[src/rtl/cpre_pkg.sv]
// Package for the cell pixel run-length encoder.
// Holds the fixed field widths and byte codes; depends on nothing.
package cpre_pkg;

  localparam int PATTERN_W      = 8;
  localparam int IN_COLOR_W     = 4;
  localparam int MAX_COLOR_BITS = 6;
  localparam int BYTE_W         = 8;
  localparam int RUN_LEN_W      = 6;

  localparam logic [BYTE_W-1:0] HDR_BASE = 8'd192;

endpackage

[src/rtl/cpre_if.sv]
// Channel interfaces for the cell pixel run-length encoder.
// Valid/ready handshake with payload; depends on cpre_pkg.
interface cpre_in_if;
  logic                                valid;
  logic                                ready;
  logic [cpre_pkg::PATTERN_W-1:0]      pattern_byte;
  logic [cpre_pkg::IN_COLOR_W-1:0]     fg_color;
  logic [cpre_pkg::IN_COLOR_W-1:0]     bg_color;
  logic                                end_of_line;

  modport source (output valid, output pattern_byte, output fg_color, output bg_color,
                  output end_of_line, input ready);
  modport sink   (input valid, input pattern_byte, input fg_color, input bg_color,
                  input end_of_line, output ready);
endinterface

interface cpre_out_if;
  logic                            valid;
  logic                            ready;
  logic [cpre_pkg::BYTE_W-1:0]     out_byte;
  logic                            last_of_item;

  modport source (output valid, output out_byte, output last_of_item, input ready);
  modport sink   (input valid, input out_byte, input last_of_item, output ready);
endinterface

[src/rtl/cell_pixel_rle_encoder.sv]
// Cell pixel run-length encoder: one cell row in, PCX-style run bytes out.
// One pixel step per cycle unless a byte is due while the output stalls; a cell
// takes a step per pixel, an end-of-line step if it ends a line, an extra step for
// each step that sends two bytes and a further step when its final byte must follow
// another; output one byte/cycle while ready. A row passes the queue and the pixel
// registers; each byte waits until the next byte or the end of its cell is known.
// Reset (synchronous, active low) empties the queue and closes any open run.
module cell_pixel_rle_encoder #(
  parameter int MAX_RUN         = 63,
  parameter int PIXELS_PER_CELL = 8,
  parameter int COLOR_BITS      = 4
) (
  input  logic        clk,
  input  logic        rst_n,
  cpre_in_if.sink     in_s,
  cpre_out_if.source  out_m
);
  import cpre_pkg::*;

  localparam int QW = PIXELS_PER_CELL * COLOR_BITS + 1;

  logic                                       f_push;
  logic [PIXELS_PER_CELL-1:0][COLOR_BITS-1:0] f_pixels;
  logic                                       f_eol;
  logic                                       q_full;
  logic                                       q_valid;
  logic                                       q_pop;
  logic [QW-1:0]                              q_dout;
  logic [PIXELS_PER_CELL-1:0][COLOR_BITS-1:0] q_pixels;
  logic                                       q_eol;

  cpre_front #(
    .PIXELS_PER_CELL (PIXELS_PER_CELL),
    .COLOR_BITS      (COLOR_BITS)
  ) u_front (
    .in_s     (in_s),
    .q_full   (q_full),
    .q_push   (f_push),
    .q_pixels (f_pixels),
    .q_eol    (f_eol)
  );

  cpre_queue #(
    .W (QW)
  ) u_queue (
    .clk   (clk),
    .rst_n (rst_n),
    .push  (f_push),
    .din   ({f_eol, f_pixels}),
    .full  (q_full),
    .pop   (q_pop),
    .dout  (q_dout),
    .valid (q_valid)
  );

  assign q_eol    = q_dout[QW-1];
  assign q_pixels = q_dout[QW-2:0];

  cpre_back #(
    .MAX_RUN         (MAX_RUN),
    .PIXELS_PER_CELL (PIXELS_PER_CELL),
    .COLOR_BITS      (COLOR_BITS)
  ) u_back (
    .clk      (clk),
    .rst_n    (rst_n),
    .q_valid  (q_valid),
    .q_pixels (q_pixels),
    .q_eol    (q_eol),
    .q_pop    (q_pop),
    .out_m    (out_m)
  );

endmodule

[src/rtl/cpre_front.sv]
// Front end: accepts a cell row and expands its pattern into pixel colors.
// Depends on cpre_pkg and cpre_in_if; feeds cpre_queue.
module cpre_front #(
  parameter int PIXELS_PER_CELL = 8,
  parameter int COLOR_BITS      = 4
) (
  cpre_in_if.sink                                  in_s,
  input  logic                                     q_full,
  output logic                                     q_push,
  output logic [PIXELS_PER_CELL-1:0][COLOR_BITS-1:0] q_pixels,
  output logic                                     q_eol
);
  import cpre_pkg::*;

  logic [MAX_COLOR_BITS-1:0]  fg_ext;
  logic [MAX_COLOR_BITS-1:0]  bg_ext;
  logic [PIXELS_PER_CELL-1:0] bit_v;

  assign fg_ext     = MAX_COLOR_BITS'(in_s.fg_color);
  assign bg_ext     = MAX_COLOR_BITS'(in_s.bg_color);
  assign in_s.ready = !q_full;
  assign q_push     = in_s.valid && !q_full;
  assign q_eol      = in_s.end_of_line;

  for (genvar i = 0; i < PIXELS_PER_CELL; i++) begin : g_pix
    localparam int BP = PIXELS_PER_CELL - 1 - i;
    if (BP < PATTERN_W) begin : g_bit
      assign bit_v[i] = in_s.pattern_byte[BP];
    end else begin : g_zero
      assign bit_v[i] = 1'b0;
    end
    assign q_pixels[i] = bit_v[i] ? fg_ext[COLOR_BITS-1:0] : bg_ext[COLOR_BITS-1:0];
  end

endmodule

[src/rtl/cpre_queue.sv]
// Two-entry queue between the front end and the encoder back end.
// Generic payload width; depends on nothing.
module cpre_queue #(
  parameter int W = 33
) (
  input  logic         clk,
  input  logic         rst_n,
  input  logic         push,
  input  logic [W-1:0] din,
  output logic         full,
  input  logic         pop,
  output logic [W-1:0] dout,
  output logic         valid
);
  logic [W-1:0] mem_r [2];
  logic         wr_ptr_r;
  logic         rd_ptr_r;
  logic [1:0]   count_r;
  logic [1:0]   count_nxt;

  assign full  = (count_r == 2'd2);
  assign valid = (count_r != 2'd0);
  assign dout  = mem_r[rd_ptr_r];

  always_comb begin
    count_nxt = count_r;
    if (push && !(pop && valid)) begin
      count_nxt = count_r + 2'd1;
    end else if (!push && pop && valid) begin
      count_nxt = count_r - 2'd1;
    end
  end

  always_ff @(posedge clk) begin
    if (push) begin
      mem_r[wr_ptr_r] <= din;
    end
    if (!rst_n) begin
      wr_ptr_r <= 1'b0;
      rd_ptr_r <= 1'b0;
      count_r  <= 2'd0;
    end else begin
      if (push) begin
        wr_ptr_r <= !wr_ptr_r;
      end
      if (pop && valid) begin
        rd_ptr_r <= !rd_ptr_r;
      end
      count_r <= count_nxt;
    end
  end

endmodule

[src/rtl/cpre_back.sv]
// Back end: walks each queued cell's pixels one step a cycle unless stalled, keeps the
// open run and sends header and color bytes. Depends on cpre_pkg, cpre_out_if.
module cpre_back #(
  parameter int MAX_RUN         = 63,
  parameter int PIXELS_PER_CELL = 8,
  parameter int COLOR_BITS      = 4
) (
  input  logic                                       clk,
  input  logic                                       rst_n,
  input  logic                                       q_valid,
  input  logic [PIXELS_PER_CELL-1:0][COLOR_BITS-1:0] q_pixels,
  input  logic                                       q_eol,
  output logic                                       q_pop,
  cpre_out_if.source                                 out_m
);
  import cpre_pkg::*;

  localparam int IW = $clog2(PIXELS_PER_CELL + 1);
  localparam int PW = (PIXELS_PER_CELL > 1) ? $clog2(PIXELS_PER_CELL) : 1;

  typedef enum logic [1:0] {ST_IDLE, ST_RUN, ST_FLUSH} state_t;

  state_t                                     state_r, state_nxt;
  logic [PIXELS_PER_CELL-1:0][COLOR_BITS-1:0] pix_r, pix_nxt;
  logic                                       eol_r, eol_nxt;
  logic [IW-1:0]                              idx_r, idx_nxt;
  logic                                       sub_r, sub_nxt;
  logic [COLOR_BITS-1:0]                      run_color_r, run_color_nxt;
  logic                                       run_valid_r, run_valid_nxt;
  logic [RUN_LEN_W-1:0]                       run_len_r, run_len_nxt;
  logic                                       held_valid_r, held_valid_nxt;
  logic [BYTE_W-1:0]                          held_byte_r, held_byte_nxt;
  logic                                       out_valid_r, out_valid_nxt;
  logic [BYTE_W-1:0]                          out_byte_r, out_byte_nxt;
  logic                                       out_last_r, out_last_nxt;

  logic                  out_free;
  logic                  is_eol_step;
  logic                  last_step;
  logic [COLOR_BITS-1:0] cur_pix;
  logic                  match;
  logic [RUN_LEN_W-1:0]  len_inc;
  logic [1:0]            fl_n;
  logic [BYTE_W-1:0]     fl_b0;
  logic [1:0]            n_bytes;
  logic [BYTE_W-1:0]     b0;
  logic [BYTE_W-1:0]     b1;
  logic [BYTE_W-1:0]     cur_byte;
  logic                  has_byte;
  logic                  step_done;
  logic                  item_end;
  logic [COLOR_BITS-1:0] st_color;
  logic                  st_valid;
  logic [RUN_LEN_W-1:0]  st_len;

  assign out_free     = !out_valid_r || out_m.ready;
  assign out_m.valid        = out_valid_r;
  assign out_m.out_byte     = out_byte_r;
  assign out_m.last_of_item = out_last_r;

  assign is_eol_step = (idx_r == IW'(PIXELS_PER_CELL));
  assign last_step   = is_eol_step || ((idx_r == IW'(PIXELS_PER_CELL - 1)) && !eol_r);
  assign cur_pix     = is_eol_step ? '0 : pix_r[idx_r[PW-1:0]];
  assign match       = run_valid_r && (cur_pix == run_color_r);
  assign len_inc     = run_len_r + RUN_LEN_W'(1);

  // Bytes of the open run when it closes
  always_comb begin
    fl_n  = 2'd0;
    fl_b0 = BYTE_W'(run_color_r);
    if (run_valid_r && run_len_r >= RUN_LEN_W'(2)) begin
      fl_n  = 2'd2;
      fl_b0 = HDR_BASE + BYTE_W'(run_len_r);
    end else if (run_valid_r && run_len_r == RUN_LEN_W'(1)) begin
      fl_n = 2'd1;
    end
  end

  // Bytes and run update of the current step
  always_comb begin
    b1       = BYTE_W'(run_color_r);
    b0       = fl_b0;
    n_bytes  = fl_n;
    st_color = run_color_r;
    st_valid = run_valid_r;
    st_len   = run_len_r;
    if (is_eol_step) begin
      st_valid = 1'b0;
      st_len   = '0;
    end else if (match) begin
      if (len_inc >= RUN_LEN_W'(MAX_RUN)) begin
        n_bytes = 2'd2;
        b0      = HDR_BASE + BYTE_W'(MAX_RUN);
        st_len  = '0;
      end else begin
        n_bytes = 2'd0;
        st_len  = len_inc;
      end
    end else begin
      st_color = cur_pix;
      st_valid = 1'b1;
      st_len   = RUN_LEN_W'(1);
    end
  end

  assign cur_byte  = sub_r ? b1 : b0;
  assign has_byte  = (n_bytes != 2'd0);
  assign step_done = !((n_bytes == 2'd2) && !sub_r);
  assign item_end  = last_step && step_done;

  always_comb begin
    state_nxt      = state_r;
    pix_nxt        = pix_r;
    eol_nxt        = eol_r;
    idx_nxt        = idx_r;
    sub_nxt        = sub_r;
    run_color_nxt  = run_color_r;
    run_valid_nxt  = run_valid_r;
    run_len_nxt    = run_len_r;
    held_valid_nxt = held_valid_r;
    held_byte_nxt  = held_byte_r;
    out_valid_nxt  = out_valid_r && !out_m.ready;
    out_byte_nxt   = out_byte_r;
    out_last_nxt   = out_last_r;
    q_pop          = 1'b0;

    case (state_r)
      ST_IDLE: begin
        if (q_valid) begin
          q_pop     = 1'b1;
          pix_nxt   = q_pixels;
          eol_nxt   = q_eol;
          idx_nxt   = '0;
          sub_nxt   = 1'b0;
          state_nxt = ST_RUN;
        end
      end
      ST_RUN: begin
        if (out_free || !((has_byte && (held_valid_r || item_end)) ||
                          (!has_byte && item_end && held_valid_r))) begin
          if (has_byte) begin
            if (held_valid_r) begin
              out_valid_nxt = 1'b1;
              out_byte_nxt  = held_byte_r;
              out_last_nxt  = 1'b0;
              held_byte_nxt = cur_byte;
            end else if (item_end) begin
              out_valid_nxt = 1'b1;
              out_byte_nxt  = cur_byte;
              out_last_nxt  = 1'b1;
            end else begin
              held_valid_nxt = 1'b1;
              held_byte_nxt  = cur_byte;
            end
          end else if (item_end && held_valid_r) begin
            out_valid_nxt  = 1'b1;
            out_byte_nxt   = held_byte_r;
            out_last_nxt   = 1'b1;
            held_valid_nxt = 1'b0;
          end
          if (step_done) begin
            run_color_nxt = st_color;
            run_valid_nxt = st_valid;
            run_len_nxt   = st_len;
            sub_nxt       = 1'b0;
            if (item_end) begin
              if (has_byte && held_valid_r) begin
                state_nxt = ST_FLUSH;
              end else if (q_valid) begin
                q_pop   = 1'b1;
                pix_nxt = q_pixels;
                eol_nxt = q_eol;
                idx_nxt = '0;
              end else begin
                state_nxt = ST_IDLE;
              end
            end else begin
              idx_nxt = idx_r + IW'(1);
            end
          end else begin
            sub_nxt = 1'b1;
          end
        end
      end
      ST_FLUSH: begin
        if (out_free) begin
          out_valid_nxt  = 1'b1;
          out_byte_nxt   = held_byte_r;
          out_last_nxt   = 1'b1;
          held_valid_nxt = 1'b0;
          if (q_valid) begin
            q_pop     = 1'b1;
            pix_nxt   = q_pixels;
            eol_nxt   = q_eol;
            idx_nxt   = '0;
            sub_nxt   = 1'b0;
            state_nxt = ST_RUN;
          end else begin
            state_nxt = ST_IDLE;
          end
        end
      end
      default: begin
        state_nxt = ST_IDLE;
      end
    endcase
  end

  always_ff @(posedge clk) begin
    pix_r       <= pix_nxt;
    eol_r       <= eol_nxt;
    held_byte_r <= held_byte_nxt;
    out_byte_r  <= out_byte_nxt;
    out_last_r  <= out_last_nxt;
    if (!rst_n) begin
      state_r      <= ST_IDLE;
      idx_r        <= '0;
      sub_r        <= 1'b0;
      run_color_r  <= '0;
      run_valid_r  <= 1'b0;
      run_len_r    <= '0;
      held_valid_r <= 1'b0;
      out_valid_r  <= 1'b0;
    end else begin
      state_r      <= state_nxt;
      idx_r        <= idx_nxt;
      sub_r        <= sub_nxt;
      run_color_r  <= run_color_nxt;
      run_valid_r  <= run_valid_nxt;
      run_len_r    <= run_len_nxt;
      held_valid_r <= held_valid_nxt;
      out_valid_r  <= out_valid_nxt;
    end
  end

endmodule

[src/flat_wrapper.sv]
// flat-port wrapper written by rule: the top's interface ports become plain ports
module cell_pixel_rle_encoder_flat import cpre_pkg::*;
#(
  parameter int MAX_RUN         = 63,
  parameter int PIXELS_PER_CELL = 8,
  parameter int COLOR_BITS      = 4
)
  (clk, rst_n, in_s_valid, in_s_pattern_byte, in_s_fg_color, in_s_bg_color, in_s_end_of_line, in_s_ready, out_m_valid, out_m_out_byte, out_m_last_of_item, out_m_ready);
  cpre_in_if in_s_i ();
  cpre_out_if out_m_i ();
  input  logic clk;
  input  logic rst_n;
  input wire logic [$bits(in_s_i.valid)-1:0] in_s_valid;
  input wire logic [$bits(in_s_i.pattern_byte)-1:0] in_s_pattern_byte;
  input wire logic [$bits(in_s_i.fg_color)-1:0] in_s_fg_color;
  input wire logic [$bits(in_s_i.bg_color)-1:0] in_s_bg_color;
  input wire logic [$bits(in_s_i.end_of_line)-1:0] in_s_end_of_line;
  output wire logic [$bits(in_s_i.ready)-1:0] in_s_ready;
  output wire logic [$bits(out_m_i.valid)-1:0] out_m_valid;
  output wire logic [$bits(out_m_i.out_byte)-1:0] out_m_out_byte;
  output wire logic [$bits(out_m_i.last_of_item)-1:0] out_m_last_of_item;
  input wire logic [$bits(out_m_i.ready)-1:0] out_m_ready;
  assign in_s_i.valid = in_s_valid;
  assign in_s_i.pattern_byte = in_s_pattern_byte;
  assign in_s_i.fg_color = in_s_fg_color;
  assign in_s_i.bg_color = in_s_bg_color;
  assign in_s_i.end_of_line = in_s_end_of_line;
  assign in_s_ready = in_s_i.ready;
  assign out_m_valid = out_m_i.valid;
  assign out_m_out_byte = out_m_i.out_byte;
  assign out_m_last_of_item = out_m_i.last_of_item;
  assign out_m_i.ready = out_m_ready;
  cell_pixel_rle_encoder #(.MAX_RUN(MAX_RUN), .PIXELS_PER_CELL(PIXELS_PER_CELL), .COLOR_BITS(COLOR_BITS)) u_core (.clk(clk), .rst_n(rst_n), .in_s(in_s_i), .out_m(out_m_i));
endmodule
[config.mk]
export PLATFORM = sky130hd
export DESIGN_NAME = cell_pixel_rle_encoder_flat
export DESIGN_NICKNAME = d
export VERILOG_FILES = /design/src/rtl/cpre_pkg.sv /design/src/rtl/cpre_if.sv /design/src/rtl/cell_pixel_rle_encoder.sv /design/src/rtl/cpre_front.sv /design/src/rtl/cpre_queue.sv /design/src/rtl/cpre_back.sv /design/src/flat_wrapper.sv
export SDC_FILE = /design/constraint.sdc
export NUM_CORES = 1
export LEC_CHECK = 0
export BUFFER_PORTS_ARGS = -buffer_cell sky130_fd_sc_hd__buf_2
export CELL_PAD_IN_SITES_DETAIL_PLACEMENT = 1
export CELL_PAD_IN_SITES_GLOBAL_PLACEMENT = 1
export CORE_UTILIZATION = 50
export CTS_BUF_LIST = sky130_fd_sc_hd__clkbuf_8
export DETAILED_ROUTE_END_ITERATION = 8
export PLACE_DENSITY_LB_ADDON = 0.1
export SYNTH_ARGS = -nofsm -noshare
export SYNTH_HDL_FRONTEND = slang
export SYNTH_SLANG_ARGS = --single-unit
export TNS_END_PERCENT = 50
[constraint.sdc]
create_clock -name clk -period 7.7 [get_ports clk]
set_clock_uncertainty 0.1 [all_clocks]
set_input_delay 0.385 -clock clk [delete_from_list [all_inputs] [get_ports clk]]
set_output_delay 0.385 -clock clk [all_outputs]
set_load 0.03 [all_outputs]
==> summary.txt <==
Run status
  – Status: finished clean

Global routing
  – Total global-route track usage: 23.8%
  – First-pass GRT wire length: around 24000 µm
  – Initial antenna violation count: 0
  – Largest net degree at the start of global routing: 34
  – Vias in the first global route: 4383
  – Grt total ovfl: 0

Routing
  – Drt pass-1 iters: 4
  – Drt total wl: about 15000 µm
  – DRC marker count from the first detailed-route iteration: 229
  – Vias per cell: between 5 and 6
  – Via count: 4134
  – DRC errors left: 0
  – Drt wl/cell: 21.2 µm
  – Routed Antenna Nets: 0

Finish
  – Ant. Diodes: 0
  – Nets: 548
  – Syn-to-layout area delta: 11.2%
  – Commonest non-fill, non-tap cell in the layout: edfxtp_1
  – Most frequent cells in the layout: edfxtp_1 (114), mux2_2 (72), buf_2 (31), nand2_1 (30), dfxtp_1 (24)
  – Fraction of layout cells with a size suffix above 1: ~28%

Yosys
  – Instance count of the mapped netlist: 485
  – Top_reg_cell synth: edfxtp_1
  – Syn Area/Cell: 13.5 µm²
  – FFs w/ async S/R, synth: 0%
  – Total number of yosys warnings: 0
  – Post-synth EDFFs: 114
  – Seq/Total Area, Yosys: roughly three fifths
  – Post-Syn Area: 0.00654 mm²
  – Yosys reg bits: 139
  – Syn_nets: 515
  – Distinct cells, synth: approximately 70

Timing
  – Hold Worst Slack: a little under 50 ps
  – Worst setup margin: 3160 ps
  – Fin. Hold Viols: 0
  – Fmax: ~0.22 GHz
  – Final-report setup violation count: 0
  – RSZ-0062 raised after global routing: false
  – Slew headroom: between 30% and 40%
  – Slew Limit Fails: 0
  – Worst-Margin Slew: 959 ps
  – Crit share post-route: 59.0%
  – Total negative slack: 0 ps
  – Fin crit period: around 4500 ps

Clock network
  – CTS resizes: 0
  – Setup repair bufs after CTS: 0
  – Clock transition at path regs: about 80 ps
  – Clk sinks: 139
  – Root buffer cell: clkbuf_8
  – TritonCTS clock tree: done
  – H-tree depth: 4
  – # hold bufs at CTS: 0
  – Skew-Pair Late Insertion Delay: 430 ps
  – CTS buffer count: 17
  – CTS Buffer Depth: 2

Pwr
  – P_leak: 2.48 nW
  – P_sw: about 700 µW
  – Final Power: 2.31 mW
  – Logic pwr share: 23.2%
  – Worst VDD drop: around 0.17 mV
  – Switching share of total power: between 30% and 40%
  – Int Pwr: 1.61 mW
  – Sequential fraction of design power: 48.4%
  – Clock power share: 28.3%
  – Power Density: 317 mW/mm²

Floorplanning
  – # rows: 41
  – Starting Density: about half
  – CORE AREA: 0.0127 mm²
  – Die footprint: 0.0135 mm²
  – Top Ports: 32
  – Die height: 116 µm
  – Horiz. Die Dim: 116 µm

Setup path
  – Crit path capture type: flop
  – R2r setup slk: between 3000 and 4000 ps
  – RR Startpoint: u_core.u_back.idx_r[1]
  – Worst r2r dst: u_core.u_back.run_len_r[5]
  – Worst Path Max Fanout: 19
  – CP Launch Type: flop
  – Worst path required time: 7930 ps
  – R2R depth: 10
  – Crit path DAT: 4780 ps
  – CP Class: flop to flop

Job
  – Max-cap violations: 0

Min path
  – WHS Endpoint: u_core.u_queue.mem_r[1][32]
  – Hold Path Stages: 1
  – Hold Path Class: input pin to flop
  – Worst Hold Launch: in_s_end_of_line

Placed design
  – Dpl ws: around 3300 ps
  – DP HPWL: approximately 10000 µm
  – RePlAce Congestion: 0.942
  – Port Buffer Count: 31
-- metrics by stage --
step	std cells	instance area (µm²)	utilization [%]
4_1_cts	702	7270	57.4
5_1_grt	702	7270	57.4
6_report	702	7270	57.4
2_1_floorplan	485	6540	-
3_3_place_gp	671	6830	53.9
3_5_place_dp	671	6830	53.9
-- cell families after synthesis --
| kind of cell | synth area share [%] |
|---|---|
| xor gates and xnor gates | 0.536 |
| adders and majority gates | 1.72 |
| and+or+nand+nor | 9.15 |
| buffers and inverters | 2.34 |
| DFF | 60.0 |
| AOI/OAI and AO/OA | 10.6 |
| muxes | 15.6 |
-- state kept, by name (all words and copies together) (netlist names), 4 cells and up, named ones only --
register                      count
u_core.u_back.pix_r              32
u_core.u_queue.mem_r             66
u_core.u_back.held_byte_r         7
u_core.u_back.run_color_r         4
u_core.u_back.run_len_r           6
u_core.u_back.out_m.out_byte      7
u_core.u_back.idx_r               4
-- cells in the mapped netlist, drive strengths merged (6+ instances only) --
cell type,n,area share (%)
a21oi,15,1.1
buf,7,0.84
clkbuf,14,0.80
dfxtp,25,7.7
edfxtp,114,52
ha,9,1.7
inv,11,0.63
mux2,72,12
mux2i,21,3.2
nand2,30,1.7
nand2b,7,0.71
nand3,14,1.1
nor2,23,1.3
o21ai,13,1.1
o22ai,8,0.77
o31ai,6,0.77
or3,6,0.57
-- final cells by class --
cell class | count | area (µm²)
Tap cell | 172 | 215
Fill cell | 1259 | 5400
Inverter | 12 | 45.0
Clock buffer | 17 | 234
Clock inverter | 14 | 204
Multi-Input combinational cell | 313 | 2460
Sequential cell | 139 | 3930
Timing Repair Buffer | 35 | 185
-- critical path: stages (launching register included) --
cell and delay, ps:
dfxtp_1 960, inv_1 140, ha_1 250, and2_2 240
o32ai_1 420, o21ai_0 170, a221oi_2 460, nand3_1 470
a21oi_1 760, o211ai_1 200, a32o_1 290
-- layer usage --
| metal | vias to the layer above | wire [µm] | GRT usage [%] |
|---|---|---|---|
| met4 | 0 | 224 | 9.32 |
| met2 | 74 | 7920 | 42.5 |
| met3 | 17 | 350 | 4.10 |
| li1 | 1948 | - | - |
| met5 | - | 0 | 0 |
| met1 | 2095 | 6360 | 28.5 |
-- how the worst max path moves through the flow --
stage / from / end / depth (start not counted)
2_1_floorplan: u_core.u_back.idx_r[1] / u_core.u_back.eol_r / 13
3_3_place_gp: u_core.u_back.idx_r[1] / u_core.u_back.out_m.out_byte[0] / 9
3_5_place_dp: u_core.u_back.idx_r[1] / u_core.u_back.run_len_r[5] / 10
4_1_cts: u_core.u_back.idx_r[1] / u_core.u_back.run_len_r[5] / 10
5_1_grt: u_core.u_back.idx_r[1] / u_core.u_back.run_len_r[4] / 10
6_report: u_core.u_back.idx_r[1] / u_core.u_back.run_len_r[5] / 10
-- power by group through the flow --
| stage | Combinational, mW | Clock (mW) | Sequential [mW] |
|---|---|---|---|
| after detailed placement | 0.533 | 0 | 1.14 |
| after floorplan | 0.396 | 0 | 1.10 |
| final | 0.536 | 0.654 | 1.12 |
| after global routing | 0.582 | 0.693 | 1.14 |
| after global placement | 0.512 | 0 | 1.12 |
| after CTS | 0.540 | 0.668 | 1.12 |
Note: power is estimated with default switching activity, not from simulation.
